### config.mk
export PLATFORM = sky130hd
export DESIGN_NAME = keyword_lexer_step_flat
export DESIGN_NICKNAME = d
export VERILOG_FILES = /design/src/design/klex_pkg.sv /design/src/design/klex_if.sv /design/src/design/keyword_lexer_step.sv /design/src/design/klex_scan.sv /design/src/design/klex_outq.sv /design/src/flat_wrapper.sv
export SDC_FILE = /design/constraint.sdc
export NUM_CORES = 1
export LEC_CHECK = 0
export BUFFER_PORTS_ARGS = -buffer_cell sky130_fd_sc_hd__buf_2
export CAP_MARGIN = 20
export CORE_ASPECT_RATIO = 0.5
export CORE_MARGIN = 1
export CORE_UTILIZATION = 50
export CTS_CLUSTER_SIZE = 20
export DETAILED_ROUTE_END_ITERATION = 12
export PLACE_DENSITY = 0.75
export SLEW_MARGIN = 0
export SYNTH_ARGS = -nofsm -noshare
export SYNTH_HDL_FRONTEND = slang
export SYNTH_SLANG_ARGS = --single-unit
### constraint.sdc
create_clock -name clk -period 5.2 [get_ports clk]
set_clock_uncertainty 0.05 [all_clocks]
set_input_delay 0 -clock clk [delete_from_list [all_inputs] [get_ports clk]]
set_output_delay 0 -clock clk [all_outputs]
set_load 0.02 [all_outputs]
### src/design/klex_pkg.sv
package klex_pkg;

    // Default depth of the stored word prefix used for keyword matching
    localparam int KEYWORD_MAX_DEF = 6;

    // Longest supported line, in bytes
    localparam int LINE_LEN = 4096;

    // Saturation limits
    localparam logic [11:0] COL_CAP  = (LINE_LEN - 1 > 4095) ? 12'd4095 : 12'(LINE_LEN - 1);
    localparam logic [11:0] LEN_CAP  = 12'd4095;
    localparam logic [15:0] LINE_CAP = 16'd65535;

    // Result queue geometry
    localparam int QUEUE_DEPTH = 4;
    localparam int QUEUE_PTR_W = $clog2(QUEUE_DEPTH);
    localparam int QUEUE_CNT_W = $clog2(QUEUE_DEPTH + 1);

    // Token kinds
    localparam logic [3:0] KIND_WORD   = 4'd0;
    localparam logic [3:0] KIND_SEMI   = 4'd1;
    localparam logic [3:0] KIND_LPAREN = 4'd2;
    localparam logic [3:0] KIND_RPAREN = 4'd3;
    localparam logic [3:0] KIND_LBRACE = 4'd4;
    localparam logic [3:0] KIND_RBRACE = 4'd5;
    localparam logic [3:0] KIND_PLUS   = 4'd6;
    localparam logic [3:0] KIND_MINUS  = 4'd7;
    localparam logic [3:0] KIND_SLASH  = 4'd8;
    localparam logic [3:0] KIND_STAR   = 4'd9;
    localparam logic [3:0] KIND_EQUAL  = 4'd10;
    localparam logic [3:0] KIND_QUOTE  = 4'd11;
    localparam logic [3:0] KIND_COMMA  = 4'd12;
    localparam logic [3:0] KIND_RETURN = 4'd13;
    localparam logic [3:0] KIND_IF     = 4'd14;
    localparam logic [3:0] KIND_ELSE   = 4'd15;

    // Character codes
    localparam logic [7:0] CH_TAB     = 8'h09;
    localparam logic [7:0] CH_NEWLINE = 8'h0A;
    localparam logic [7:0] CH_SPACE   = 8'h20;
    localparam logic [7:0] CH_SEMI    = 8'h3B;
    localparam logic [7:0] CH_LPAREN  = 8'h28;
    localparam logic [7:0] CH_RPAREN  = 8'h29;
    localparam logic [7:0] CH_LBRACE  = 8'h7B;
    localparam logic [7:0] CH_RBRACE  = 8'h7D;
    localparam logic [7:0] CH_PLUS    = 8'h2B;
    localparam logic [7:0] CH_MINUS   = 8'h2D;
    localparam logic [7:0] CH_SLASH   = 8'h2F;
    localparam logic [7:0] CH_STAR    = 8'h2A;
    localparam logic [7:0] CH_EQUAL   = 8'h3D;
    localparam logic [7:0] CH_QUOTE   = 8'h22;
    localparam logic [7:0] CH_COMMA   = 8'h2C;

    // Keyword spellings, first byte at index 0
    localparam logic [7:0] KW_RETURN_TEXT [6] = '{8'h72, 8'h65, 8'h74, 8'h75, 8'h72, 8'h6E};
    localparam logic [7:0] KW_IF_TEXT     [2] = '{8'h69, 8'h66};
    localparam logic [7:0] KW_ELSE_TEXT   [4] = '{8'h65, 8'h6C, 8'h73, 8'h65};

    typedef struct packed {
        logic [3:0]  kind;
        logic [15:0] line;
        logic [11:0] start_col;
        logic [11:0] end_col;
        logic        last;
    } klex_tok_t;

    // Up to two tokens handed to the result queue in one cycle
    typedef struct packed {
        logic [1:0] count;
        klex_tok_t  first;
        klex_tok_t  second;
    } klex_push_t;

    // Punctuation kind of a byte, KIND_WORD when it is not punctuation
    function automatic logic [3:0] punct_kind(input logic [7:0] ch);
        logic [3:0] kind;
        unique case (ch)
            CH_SEMI:   kind = KIND_SEMI;
            CH_LPAREN: kind = KIND_LPAREN;
            CH_RPAREN: kind = KIND_RPAREN;
            CH_LBRACE: kind = KIND_LBRACE;
            CH_RBRACE: kind = KIND_RBRACE;
            CH_PLUS:   kind = KIND_PLUS;
            CH_MINUS:  kind = KIND_MINUS;
            CH_SLASH:  kind = KIND_SLASH;
            CH_STAR:   kind = KIND_STAR;
            CH_EQUAL:  kind = KIND_EQUAL;
            CH_QUOTE:  kind = KIND_QUOTE;
            CH_COMMA:  kind = KIND_COMMA;
            default:   kind = KIND_WORD;
        endcase
        return kind;
    endfunction

endpackage

### src/design/klex_if.sv
interface klex_in_if;
    logic       valid;
    logic       ready;
    logic [7:0] ch;
    logic       end_of_input;

    modport source (output valid, output ch, output end_of_input, input ready);
    modport sink   (input valid, input ch, input end_of_input, output ready);
endinterface

interface klex_out_if;
    logic        valid;
    logic        ready;
    logic [3:0]  token_kind;
    logic [15:0] line_number;
    logic [11:0] start_column;
    logic [11:0] end_column;
    logic        last;

    modport source (output valid, output token_kind, output line_number,
                    output start_column, output end_column, output last, input ready);
    modport sink   (input valid, input token_kind, input line_number,
                    input start_column, input end_column, input last, output ready);
endinterface

### src/design/keyword_lexer_step.sv
// keyword_lexer_step: streaming lexer, one source byte per request on the chars
// channel (end_of_input set flushes an open word instead of taking a byte), and
// one token per request on the tokens channel. A character is accepted every
// cycle while the input register is free or the queue has room; it is held in
// the input register, where the lexer state is updated, and its tokens go to
// the result queue. Most characters give zero or one token; punctuation that
// closes a word gives two (word first, then punctuation with last set), and
// the tokens side drains one token a cycle while ready is high. A four-entry
// result queue absorbs these bursts, so chars stays ready as long as the queue
// has room for a full pair. Keywords (return, if, else) are matched from the
// first KEYWORD_MAX bytes of a word; columns saturate at 4095, lines at 65535.
// Reset closes any open word and restarts at line 1, column 0.
module keyword_lexer_step #(
    parameter int KEYWORD_MAX = klex_pkg::KEYWORD_MAX_DEF
) (
    input  logic        clk,
    input  logic        rst_n,
    klex_in_if.sink     chars,
    klex_out_if.source  tokens
);
    import klex_pkg::*;

    klex_push_t              push;
    logic                    room;
    logic [QUEUE_CNT_W-1:0]  level;

    // Classify the byte, update word/column/line state, hand off tokens
    klex_scan #(
        .KEYWORD_MAX (KEYWORD_MAX)
    ) u_scan (
        .clk   (clk),
        .rst_n (rst_n),
        .chars (chars),
        .room  (room),
        .push  (push)
    );

    // Hold tokens until the consumer takes them
    klex_outq u_outq (
        .clk    (clk),
        .rst_n  (rst_n),
        .push   (push),
        .room   (room),
        .level  (level),
        .tokens (tokens)
    );

    // A pair is always the word first, then the punctuation that closed it
    a_pair_order: assert property (@(posedge clk) disable iff (!rst_n)
        push.count == 2'd2 |-> (!push.first.last && push.second.last))
        else $error("token pair out of order");

    // Never push more than the queue can hold
    a_queue_bound: assert property (@(posedge clk) disable iff (!rst_n)
        level <= QUEUE_CNT_W'(QUEUE_DEPTH))
        else $error("result queue overflow");

    // Tokens handed to the queue are offered on the next cycle
    a_push_visible: assert property (@(posedge clk) disable iff (!rst_n)
        push.count != 2'd0 |=> tokens.valid)
        else $error("pushed token not offered");

endmodule

### src/design/klex_scan.sv
module klex_scan #(
    parameter int KEYWORD_MAX = klex_pkg::KEYWORD_MAX_DEF
) (
    input  logic                 clk,
    input  logic                 rst_n,
    klex_in_if.sink              chars,
    input  logic                 room,
    output klex_pkg::klex_push_t push
);
    import klex_pkg::*;

    localparam int KW_IDX_W = $clog2(KEYWORD_MAX);

    // Input register
    logic       s1_valid_reg, s1_valid_next;
    logic [7:0] ch_reg;
    logic       eoi_reg;

    // Lexer state
    logic        in_word_reg, in_word_next;
    logic [11:0] word_start_reg, word_start_next;
    logic [11:0] word_len_reg, word_len_next;
    logic [7:0]  kw_bytes_reg [KEYWORD_MAX];
    logic [7:0]  kw_bytes_next [KEYWORD_MAX];
    logic [11:0] column_reg, column_next;
    logic [15:0] line_reg, line_next;

    logic        accept;
    logic        fire;
    logic [3:0]  p_kind;
    logic        is_punct, is_ws, is_nl, is_other;
    logic        closes;
    logic        hit_return, hit_if, hit_else;
    logic [3:0]  word_kind;
    logic [11:0] col_inc;
    logic [11:0] base_len;
    klex_tok_t   word_tok, punct_tok;

    assign fire         = s1_valid_reg && room;
    assign chars.ready  = !s1_valid_reg || room;
    assign accept       = chars.valid && chars.ready;

    always_comb
    begin
        if (accept)
        begin
            s1_valid_next = 1'b1;
        end
        else if (fire)
        begin
            s1_valid_next = 1'b0;
        end
        else
        begin
            s1_valid_next = s1_valid_reg;
        end
    end

    always_comb
    begin
        hit_return = (word_len_reg == 12'd6);
        for (int i = 0; i < 6; i++)
        begin
            if (kw_bytes_reg[i] != KW_RETURN_TEXT[i])
            begin
                hit_return = 1'b0;
            end
        end
        hit_if = (word_len_reg == 12'd2);
        for (int i = 0; i < 2; i++)
        begin
            if (kw_bytes_reg[i] != KW_IF_TEXT[i])
            begin
                hit_if = 1'b0;
            end
        end
        hit_else = (word_len_reg == 12'd4);
        for (int i = 0; i < 4; i++)
        begin
            if (kw_bytes_reg[i] != KW_ELSE_TEXT[i])
            begin
                hit_else = 1'b0;
            end
        end
        priority if (hit_return)
        begin
            word_kind = KIND_RETURN;
        end
        else if (hit_if)
        begin
            word_kind = KIND_IF;
        end
        else if (hit_else)
        begin
            word_kind = KIND_ELSE;
        end
        else
        begin
            word_kind = KIND_WORD;
        end
    end

    always_comb
    begin
        p_kind   = punct_kind(ch_reg);
        is_punct = !eoi_reg && (p_kind != KIND_WORD);
        is_ws    = !eoi_reg && ((ch_reg == CH_SPACE) || (ch_reg == CH_TAB));
        is_nl    = !eoi_reg && (ch_reg == CH_NEWLINE);
        is_other = !eoi_reg && !is_punct && !is_ws && !is_nl;
        closes   = in_word_reg && !is_other;
        col_inc  = (column_reg < COL_CAP) ? column_reg + 12'd1 : column_reg;
        base_len = in_word_reg ? word_len_reg : 12'd0;

        word_tok.kind      = word_kind;
        word_tok.line      = line_reg;
        word_tok.start_col = word_start_reg;
        word_tok.end_col   = column_reg;
        word_tok.last      = !is_punct;

        punct_tok.kind      = p_kind;
        punct_tok.line      = line_reg;
        punct_tok.start_col = 12'd0;
        punct_tok.end_col   = 12'd0;
        punct_tok.last      = 1'b1;

        push.first  = closes ? word_tok : punct_tok;
        push.second = punct_tok;
        push.count  = fire ? (2'(closes) + 2'(is_punct)) : 2'd0;

        in_word_next    = in_word_reg;
        word_start_next = word_start_reg;
        word_len_next   = word_len_reg;
        column_next     = column_reg;
        line_next       = line_reg;
        for (int i = 0; i < KEYWORD_MAX; i++)
        begin
            kw_bytes_next[i] = kw_bytes_reg[i];
        end

        if (fire)
        begin
            if (closes)
            begin
                in_word_next = 1'b0;
            end
            if (is_punct || is_ws)
            begin
                column_next = col_inc;
            end
            if (is_nl)
            begin
                column_next = 12'd0;
                line_next   = (line_reg < LINE_CAP) ? line_reg + 16'd1 : line_reg;
            end
            if (is_other)
            begin
                // Open a fresh word with a cleared prefix, or extend the open one
                in_word_next = 1'b1;
                if (!in_word_reg)
                begin
                    word_start_next = column_reg;
                    for (int i = 0; i < KEYWORD_MAX; i++)
                    begin
                        kw_bytes_next[i] = 8'h00;
                    end
                end
                if (base_len < 12'(KEYWORD_MAX))
                begin
                    kw_bytes_next[base_len[KW_IDX_W-1:0]] = ch_reg;
                end
                word_len_next = (base_len < LEN_CAP) ? base_len + 12'd1 : base_len;
                column_next   = col_inc;
            end
        end
    end

    always_ff @(posedge clk or negedge rst_n)
    begin
        if (!rst_n)
        begin
            s1_valid_reg <= 1'b0;
            in_word_reg  <= 1'b0;
            column_reg   <= 12'd0;
            line_reg     <= 16'd1;
        end
        else
        begin
            s1_valid_reg <= s1_valid_next;
            in_word_reg  <= in_word_next;
            column_reg   <= column_next;
            line_reg     <= line_next;
        end
    end

    always_ff @(posedge clk)
    begin
        if (accept)
        begin
            ch_reg  <= chars.ch;
            eoi_reg <= chars.end_of_input;
        end
        word_start_reg <= word_start_next;
        word_len_reg   <= word_len_next;
        for (int i = 0; i < KEYWORD_MAX; i++)
        begin
            kw_bytes_reg[i] <= kw_bytes_next[i];
        end
    end

endmodule

### src/design/klex_outq.sv
module klex_outq (
    input  logic                                clk,
    input  logic                                rst_n,
    input  klex_pkg::klex_push_t                push,
    output logic                                room,
    output logic [klex_pkg::QUEUE_CNT_W-1:0]    level,
    klex_out_if.source                          tokens
);
    import klex_pkg::*;

    klex_tok_t                mem_reg [QUEUE_DEPTH];
    logic [QUEUE_PTR_W-1:0]   wr_ptr_reg, wr_ptr_next;
    logic [QUEUE_PTR_W-1:0]   rd_ptr_reg, rd_ptr_next;
    logic [QUEUE_CNT_W-1:0]   count_reg, count_next;
    logic                     pop;
    logic [QUEUE_PTR_W-1:0]   wr_ptr_inc;
    klex_tok_t                head;

    assign head       = mem_reg[rd_ptr_reg];
    assign pop        = tokens.valid && tokens.ready;
    assign wr_ptr_inc = wr_ptr_reg + QUEUE_PTR_W'(1);

    // Room for a full pair, regardless of this cycle's pop
    assign room  = count_reg <= QUEUE_CNT_W'(QUEUE_DEPTH - 2);
    assign level = count_reg;

    assign tokens.valid        = count_reg != '0;
    assign tokens.token_kind   = head.kind;
    assign tokens.line_number  = head.line;
    assign tokens.start_column = head.start_col;
    assign tokens.end_column   = head.end_col;
    assign tokens.last         = head.last;

    always_comb
    begin
        wr_ptr_next = wr_ptr_reg + QUEUE_PTR_W'(push.count);
        rd_ptr_next = rd_ptr_reg + QUEUE_PTR_W'(pop);
        count_next  = count_reg + QUEUE_CNT_W'(push.count) - QUEUE_CNT_W'(pop);
    end

    always_ff @(posedge clk or negedge rst_n)
    begin
        if (!rst_n)
        begin
            wr_ptr_reg <= '0;
            rd_ptr_reg <= '0;
            count_reg  <= '0;
        end
        else
        begin
            wr_ptr_reg <= wr_ptr_next;
            rd_ptr_reg <= rd_ptr_next;
            count_reg  <= count_next;
        end
    end

    always_ff @(posedge clk)
    begin
        if (push.count != 2'd0)
        begin
            mem_reg[wr_ptr_reg] <= push.first;
        end
        if (push.count == 2'd2)
        begin
            mem_reg[wr_ptr_inc] <= push.second;
        end
    end

endmodule

### src/flat_wrapper.sv
// flat-port wrapper written by rule: the top's interface ports become plain ports
module keyword_lexer_step_flat import klex_pkg::*;
#(
    parameter int KEYWORD_MAX = klex_pkg::KEYWORD_MAX_DEF
)
  (clk, rst_n, chars_valid, chars_ch, chars_end_of_input, chars_ready, tokens_valid, tokens_token_kind, tokens_line_number, tokens_start_column, tokens_end_column, tokens_last, tokens_ready);
  klex_in_if chars_i ();
  klex_out_if tokens_i ();
  input  logic clk;
  input  logic rst_n;
  input wire logic [$bits(chars_i.valid)-1:0] chars_valid;
  input wire logic [$bits(chars_i.ch)-1:0] chars_ch;
  input wire logic [$bits(chars_i.end_of_input)-1:0] chars_end_of_input;
  output wire logic [$bits(chars_i.ready)-1:0] chars_ready;
  output wire logic [$bits(tokens_i.valid)-1:0] tokens_valid;
  output wire logic [$bits(tokens_i.token_kind)-1:0] tokens_token_kind;
  output wire logic [$bits(tokens_i.line_number)-1:0] tokens_line_number;
  output wire logic [$bits(tokens_i.start_column)-1:0] tokens_start_column;
  output wire logic [$bits(tokens_i.end_column)-1:0] tokens_end_column;
  output wire logic [$bits(tokens_i.last)-1:0] tokens_last;
  input wire logic [$bits(tokens_i.ready)-1:0] tokens_ready;
  assign chars_i.valid = chars_valid;
  assign chars_i.ch = chars_ch;
  assign chars_i.end_of_input = chars_end_of_input;
  assign chars_ready = chars_i.ready;
  assign tokens_valid = tokens_i.valid;
  assign tokens_token_kind = tokens_i.token_kind;
  assign tokens_line_number = tokens_i.line_number;
  assign tokens_start_column = tokens_i.start_column;
  assign tokens_end_column = tokens_i.end_column;
  assign tokens_last = tokens_i.last;
  assign tokens_i.ready = tokens_ready;
  keyword_lexer_step #(.KEYWORD_MAX(KEYWORD_MAX)) u_core (.clk(clk), .rst_n(rst_n), .chars(chars_i), .tokens(tokens_i));
endmodule
# --- Word level (Yosys, flattened, before mapping) ---
# Memory sizes are Yosys's and may differ from the RTL's.
# Cells that the tools add are included.
classes:
  order_cmp: 7
  eq_ne: 31
  n_bitwise: 2
  muxes: 41
  reduce_logical: 31
  n_addsub: 9
ops:
  columns: ["op", "count"]
  rows:
  - ["$mux 48", 6]
  - ["$ne 8x7->1 const B", 12]
  - ["$eq 8x6->1 const B", 11]
  - ["$mux 12", 6]
  - ["$bwmux 48", 1]
  - ["$pmux 4 s12", 1]
  - ["$mux 45", 1]
  - ["$add 12x1->12 const B", 2]
  - ["$demux 8 s3", 1]
  - ["$eq 12x3->1 const B", 2]
  - ["$lt 12x12->1 const B", 2]
  - ["$mux 1", 20]
  - ["$add 16x1->16 const B", 1]
  - ["$eq 8x4->1 const B", 2]
  - ["$eq 8x7->1 const B", 2]
  - ["$lt 16x16->1 const B", 1]
  - ["$eq 12x2->1 const B", 1]
  - ["$lt 12x3->1 const B", 1]
  - ["$mux 4", 3]
  - ["$logic_and 1x1->1", 11]
  - ["$mux 8", 1]
  - ["$logic_not 1->1", 6]
  - ["$reduce_and 2->1", 3]
  - ["$reduce_and 3->1", 2]
  - ["other kinds (17)", 22]
word_totals:
  memories: 2
  ramBits: 228
  in_bits: 13
  word_cells: 134
  regBits: 70
memory_table:
  columns: ["name", "depth", "width", "read_ports", "rd_clocked_by_memory_dff", "wr", "line_no", "source"]
  rows:
  - ["u_core.u_outq.mem_reg", 4, 45, 1, 0, 2, "klex_outq.sv:11", "klex_tok_t mem_reg [QUEUE_DEPTH];"]
  - ["u_core.u_scan.kw_bytes_reg", 6, 8, 6, 0, 6, "klex_scan.sv:23", "logic [7:0] kw_bytes_reg [KEYWORD_MAX];"]

# --- Longest topological paths before layout ---
# Gate-level depths: netlist (run 1).
logic_depth:
  ltp_word: 15
  depth_mapped: 15
  ltp_nobuf: 12

# --- By module ---
# Synthesis (run 1) repeated with hierarchy kept, for this count alone.
unflattened:
  cells_unflattened: 1099
  area_unflattened_um2: 15892.7
modules_own_cells:
  columns: ["mod", "cells_per_inst", "area_per_inst_um2", "instances"]
  rows:
  - ["klex_outq", 476, 9641.7, 1]
  - ["klex_scan", 623, 6251.0, 1]

# --- Least setup slack after synthesis (run 1) ---
# Ideal clock, no wire load.
synth_timing:
  kind: "reg-to-reg"
  from: "reg u_core.u_scan.ch_reg[1]"
  to: "mem u_core.u_outq.mem_reg[3][32] (netlist name) (data pin)"
  period_less_slack_ns: 4.273
  arrival_time_ns: 3.966
  stages_incl_launch_ff: 15
  required_ns: 4.893
  setup_slack_ns: 0.927
  setup_time_ns: 0.257
  cell_sequence: "edfxtp_1 -> buf_4 -> and3b_1 -> o31a_1 -> a2111o_1 -> o21ai_4 -> inv_1 -> ha_1 -> clkbuf_1 -> o21ai_1 -> nor2_1 -> nor2_1 -> inv_1 -> clkbuf_1 -> and2_1"
synth_lines:
  columns: ["item", "line_no", "source"]
  rows:
  - ["start: declaration", "klex_scan.sv:16", "logic [7:0] ch_reg;"]
  - ["start signal: assignment", "klex_scan.sv:199", "ch_reg <= chars.ch;"]
  - ["end: declaration", "klex_outq.sv:11", null]

==> reports/results.ini, run 1 <==
[placed_design]
gp_congestion=0.989
port_buffers=59
dp_hpwl_mm=19.0

[flow_run]
maxCapViolations=0

[route]
wire_per_inst_microns=20.7
avgViaCountPerCell=6.14
dr.pass1.iters=6
drc=0
ant_nets=0
drtIter0Drc=955
via_count=8898
drt_wl_total_mm=30.0

[sta]
finalSetupViolCount=0
final_max_slew_viol_count=0
post-route-period-util=0.846
hold_viol_final=0
finalCriticalPeriod_ns=4.40
final.setup.tns_ns=0
fmax_mhz=227
rsz0062_at_grt=no
worst_slew_pin_slew_ns=0.896
slew_headroom=0.403

[floorplanning]
fp.dieW_microns=232
dieArea_sq_um=27100
start_util=0.516
die_y_microns=117
io_pins=60
core_sq_um=25500
rows=41

[global_route]
grt_max_degree=68
grt_antenna_before_repair=0
grt_overflow_total=0
grt_pass1_wl_mm=47.6
grt_pass1_vias=8712
grt_util_all_layers=0.224

[synthesis]
synth_ff_type=edfxtp_1
synth.most_common_cell=edfxtp_1
syn_area_per_cell_sq_um=12.8
yosys.area.top_type_share=0.367
ys_types=72
ys_ff_latch=298
netlist_top_cells_area=edfxtp_1 (37%), dfxtp_1 (15%), mux4_2 (7.7%)
yosysTopAreaCell=edfxtp_1
yosys-top-cells-count=edfxtp_1 (161), dfxtp_1 (100), a22o_1 (96), nand2_1 (91), and2_1 (68)
synth_edf_count=161
synth_warnings=0
synthCells=1032
synthArstFlopShare=0.124
ys_seq_area_frac=0.589
syn_area_sq_um=13200
syn-num-nets=1055

[clocking]
cts_tree=yes
cts_buffer_depth=3
cts.clk_slew.worst_paths_ns=0.07
root_buffer=clkbuf_16
numCtsBuffers=26
postCtsSetupRepairBufs=0
htree_levels=1
clkSinkCount=298
worstSkewPairLatency_ns=0.55

[status]
status=completed

[finish]
ff_latch_area_sq_um=7770
drive_gt1_frac=0.170
fin_util=0.582
area_delta_synth_final_pct=12.8
n_fill_cell=2027
largest_register_ffs=180
multi_input_area_sq_um=5020
nets=1108
num_antenna_cells=0

[worst_setup_path]
crit_arrival_ns=4.75
critPathMaxFanout=19
worst_ep_required_time_ns=5.55
worstSetupEndpointType=flip-flop
cp-start-kind=flip-flop
critPathKind=reg2reg

[power]
power_mw=7.33
p_leak_nw=5.79
power.density_nw_per_um2=493
ir_drop_mv=0.306

[hold_path]
hold_path_class=in2async

==> area by class of cell <==
| type | instances | area share |
|---|---|---|
| Sequential cell | 298 | 0.522 |
| Multi-Input combinational cell | 643 | 0.338 |
| Tap cell | 344 | 0.0289 |
| Clock buffer | 31 | 0.0457 |
| Inverter | 28 | 0.00707 |
| Clock inverter | 17 | 0.0181 |
| Timing Repair Buffer | 88 | 0.0400 |
==> critical path, cell delays in order (launching register included) <==
cell      delay (ns)
edfxtp_1        0.65
nor4b_2         0.44
a21oi_1         0.15
nor3b_4         0.43
nor3_1          0.16
nor2_1          0.13
ha_1            0.25
nand3_1         0.33
or3_1           0.50
o21a_1          0.15
inv_1           0.51
o21ai_0         0.30
o22ai_1         0.20
==> metal layers <==
metal | part of all wire | vias up | global-route usage
met2 | 0.47 | 350 | 0.368
li1 | - | 4008 | -
met4 | 0.018 | 0 | 0.0531
met3 | 0.070 | 55 | 0.0359
met5 | 0 | - | 0
met1 | 0.44 | 4485 | 0.318
==> worst paths after layout <==
path                                             startpoint                      endpoint  slack [ns]  cells past startpoint
worst max-delay path                u_core.u_scan.ch_reg[1]  u_core.u_outq.mem_reg[2][42]        0.80                     12
worst min-delay path                                  rst_n   u_core.u_outq.rd_ptr_reg[0]        0.06                      2
worst max register to register      u_core.u_scan.ch_reg[1]  u_core.u_outq.mem_reg[2][42]        0.80                     12
worst min register to register  u_core.u_outq.mem_reg[1][2]   u_core.u_outq.mem_reg[1][2]        0.42                      1
max in group asynchronous                             rst_n     u_core.u_scan.in_word_reg        4.42                      2
min in group clk                         chars_end_of_input         u_core.u_scan.eoi_reg        0.13                      2
==> report_power, final <==
group          switching [mW]  internal (mW)
logic                    1.09          0.737
clock network           0.900           1.25
registers               0.379           2.98
total                    2.37           4.97
==> what timing repair did <==
item,4_1_cts,5_1_grt
hold endpoints to repair,49,0
resized for setup,0,0
endpoints found under the setup margin,0,0
hold buffers,12,0
==> metrics by stage <==
stage / hold slack, ns / worst slack, ns / instances / cell area (sq um)
3_3_place_gp: 0.118 / 0.959 / 1387 / 13700
5_1_grt: 0.121 / 0.500 / 1449 / 14900
3_5_place_dp: 0.121 / 0.799 / 1388 / 13800
2_1_floorplan: -0.346 / 0.927 / 1032 / 13200
6_report: 0.0608 / 0.799 / 1449 / 14900
4_1_cts: 0.0761 / 0.799 / 1448 / 14800
==> cell families after synthesis <==
group	after synthesis	share of synthesized area
flops	298	0.589
xor+xnor	35	0.0232
fa+ha+maj	10	0.0101
simple gates	325	0.135
mux	64	0.0914
compound gates	209	0.121
buf+inv	91	0.0309
==> placed cells by master, fill, tap and decap left out, types with 5 or more instances in the layout <==
cell type	count
and4_1	6
nand2_1	91
and2_1	68
dfxtp_1	100
bufinv_16	6
a22o_1	96
nand3_1	39
xor2_1	22
edfxtp_1	161
and3_1	13
a21oi_1	10
clkbuf_16	26
mux4_2	45
nor3_1	12
nand4_1	8
o31ai_1	5
or3_1	6
buf_2	59
nor2_1	41
buf_4	14
xnor2_1	13
clkinv_2	5
dfrtp_1	33
inv_1	27
dlygate4sd3_1	12
ha_1	9
o21ai_0	47
o22ai_1	12
mux2i_1	18
a31oi_1	8
(Power assumes the default switching activity.)
==> run 2: changes to the inputs <==
clock period = 4.2 ns   (was 5.2 ns; I/O delays follow)
==> run 2 against run 1 <==
  * Combinational power grew 21%
  * Largest power group unchanged
  * Critical endpoint is now u_core.u_outq.mem_reg[2][41]
  * Final cell count is 0.69% higher
  * Sequential share of layout area is 0.20 points lower
  * Die area unchanged
  * Global-route usage is 0.21 points lower
  * Sequential power grew 26%
==> reports/results.ini, run 2 (synthesized netlist as in run 1, its figures left out) <==
[status]
status=completed

[floorplanning]
io_pins=60  ; unchanged
fp.dieW_microns=232  ; unchanged
dieArea_sq_um=27100  ; unchanged
start_util=0.516  ; unchanged
die_y_microns=117  ; unchanged
rows=41  ; unchanged
core_sq_um=25500  ; unchanged

[clocking]
cts.clk_slew.worst_paths_ns=0.07  ; about the same
postCtsSetupRepairBufs=0  ; unchanged
root_buffer=clkbuf_16
clkSinkCount=298  ; unchanged
post_cts_resized=0  ; unchanged
cts_hold_buf=12  ; unchanged
cts_tree=yes
htree_levels=1  ; unchanged
worstSkewPairLatency_ns=0.56  ; about the same
cts_buffer_depth=3  ; unchanged
numCtsBuffers=27  ; +3.8%

[sta]
finalSetupViolCount=0  ; unchanged
whs_ns=0.0475  ; -0.0133 ns
slew_headroom=0.266  ; -0.136
final.setup.tns_ns=0  ; unchanged
post-route-period-util=0.893  ; +0.0467
fmax_mhz=267  ; +17%
finalCriticalPeriod_ns=3.75  ; -0.650 ns
worst_slew_pin_slew_ns=1.10  ; +0.201 ns
final_max_slew_viol_count=0  ; unchanged
hold_viol_final=0  ; unchanged
rsz0062_at_grt=no
layout_setup_ws_ns=0.449  ; -0.350 ns

[power]
p_leak_nw=5.82  ; +0.56%
ir_drop_mv=0.299  ; -2.1%
power.density_nw_per_um2=607  ; +23%

[worst_setup_path]
cp-start-kind=flip-flop
reg2reg_depth=12  ; unchanged
critPathKind=reg2reg
max_stage_delay_ns=0.63  ; -0.02 ns
crit_arrival_ns=3.98  ; -0.77 ns
crit_buf_inv=2  ; +1
r2r_end=u_core.u_outq.mem_reg[2][41]
crit_chain=nor4b_2 > a211oi_1 > nor3b_4 > nor3_1 > nor2_1 > ha_1 > o21ai_2 > o21a_1 > inv_1 > buf_4 > o21ai_0 > o22ai_1
r2r_slack_ns=0.45  ; -0.35 ns
slowest_stage=edfxtp_1
worstSetupEndpointType=flip-flop
r2r-start=u_core.u_scan.ch_reg[1]
worst_ep_required_time_ns=4.43  ; -1.12 ns
critPathMaxFanout=20  ; +1
cp_top_family=simple AND/OR/NAND/NOR gates

[route]
drc=0  ; unchanged
drtIter0Drc=710  ; -26%
avgViaCountPerCell=5.98  ; -2.7%
drt_wl_total_mm=29.5  ; -1.7%
dr.pass1.iters=5  ; -1
ant_nets=0  ; unchanged
via_count=8721  ; -2.0%
wire_per_inst_microns=20.2  ; -2.4%

[placed_design]
place_area_sq_um=13800  ; +0.41%
port_buffers=59  ; unchanged
dp_cells=1396  ; +0.58%
pre_cts_ws_ns=0.467  ; -0.332 ns
dp_hpwl_mm=19.3  ; +1.6%
gp_congestion=0.866  ; -12%

[global_route]
grt_antenna_before_repair=0  ; unchanged
grt_pass1_wl_mm=46.9  ; -1.5%
grt_pass1_vias=8461  ; -2.9%
grt_max_degree=54  ; -21%
grt_util_all_layers=0.222  ; -0.00214
grt_overflow_total=0  ; unchanged

[finish]
most-common-layout-cells=edfxtp_1 (161), dfxtp_1 (100), a22o_1 (96)
drive_gt1_frac=0.177  ; +0.00655
final_common_cell=edfxtp_1
area_delta_synth_final_pct=13.2
final_cells=1459  ; +0.69%
num_antenna_cells=0  ; unchanged
nets=1117  ; +0.81%
fin_area_sq_um=14900  ; +0.38%
largest_register_ffs=180  ; unchanged

[hold_path]
hold_path_class=in2async

[flow_run]
maxCapViolations=0  ; unchanged

==> run 2: layout make-up <==
type | instances | area, sq um
flip-flops and latches | 298 | 7770
multi-input cells | 643 | 5030
well taps | 344 | 430
clock buffers | 35 | 778
fillers | 2033 | 10600
inverters | 28 | 105
repair buffers | 96 | 648
clock inverters | 15 | 170
==> run 2: worst max path at each step <==
stage	depth (start not counted)	slack (ns)	from	to
final	12	0.45	u_core.u_scan.ch_reg[1]	u_core.u_outq.mem_reg[2][41]
after global routing	13	0.11	u_core.u_scan.ch_reg[1]	u_core.u_outq.mem_reg[2][43]
after CTS	9	0.44	u_core.u_scan.ch_reg[4]	u_core.u_outq.mem_reg[1][13]
after detailed placement	9	0.47	u_core.u_scan.ch_reg[4]	u_core.u_outq.mem_reg[1][14]
after global placement	11	0.52	u_core.u_scan.ch_reg[4]	u_core.u_outq.mem_reg[0][42]
after floorplan	13	0.06	u_core.u_scan.ch_reg[1]	u_core.u_outq.mem_reg[0][32]
==> run 2: per-layer routing <==
layer	wire length [microns]	vias up	share of wire	track usage
met5	0	-	0	0
met4	523	0	0.018	0.0496
met3	1700	45	0.058	0.0390
met2	13500	293	0.46	0.350
met1	13800	4363	0.47	0.325
li1	-	4020	-	-
==> run 2: worst register-to-register path, stage by stage (launching register included) <==
cell and delay (ns):
edfxtp_1 0.63, nor4b_2 0.42, a211oi_1 0.13, nor3b_4 0.43, nor3_1 0.14, nor2_1 0.13
ha_1 0.35, o21ai_2 0.40, o21a_1 0.22, inv_1 0.06, buf_4 0.20, o21ai_0 0.18
o22ai_1 0.15
==> run 2: power by group <==
| part | leakage (nW) | internal, mW | switching (mW) |
|---|---|---|---|
| clock | 0.463 | 1.50 | 1.11 |
| combinational | 2.47 | 0.937 | 1.27 |
| sequential | 2.88 | 3.69 | 0.554 |
| total | 5.82 | 6.13 | 2.93 |
==> run 2: metrics by stage <==
step | utilization | power [mW]
finish | 0.584 | 9.06
CTS | 0.583 | 9.12
global route | 0.584 | 9.50
global placement | 0.541 | 6.40
detailed placement | 0.541 | 6.50
floorplan | - | 5.78
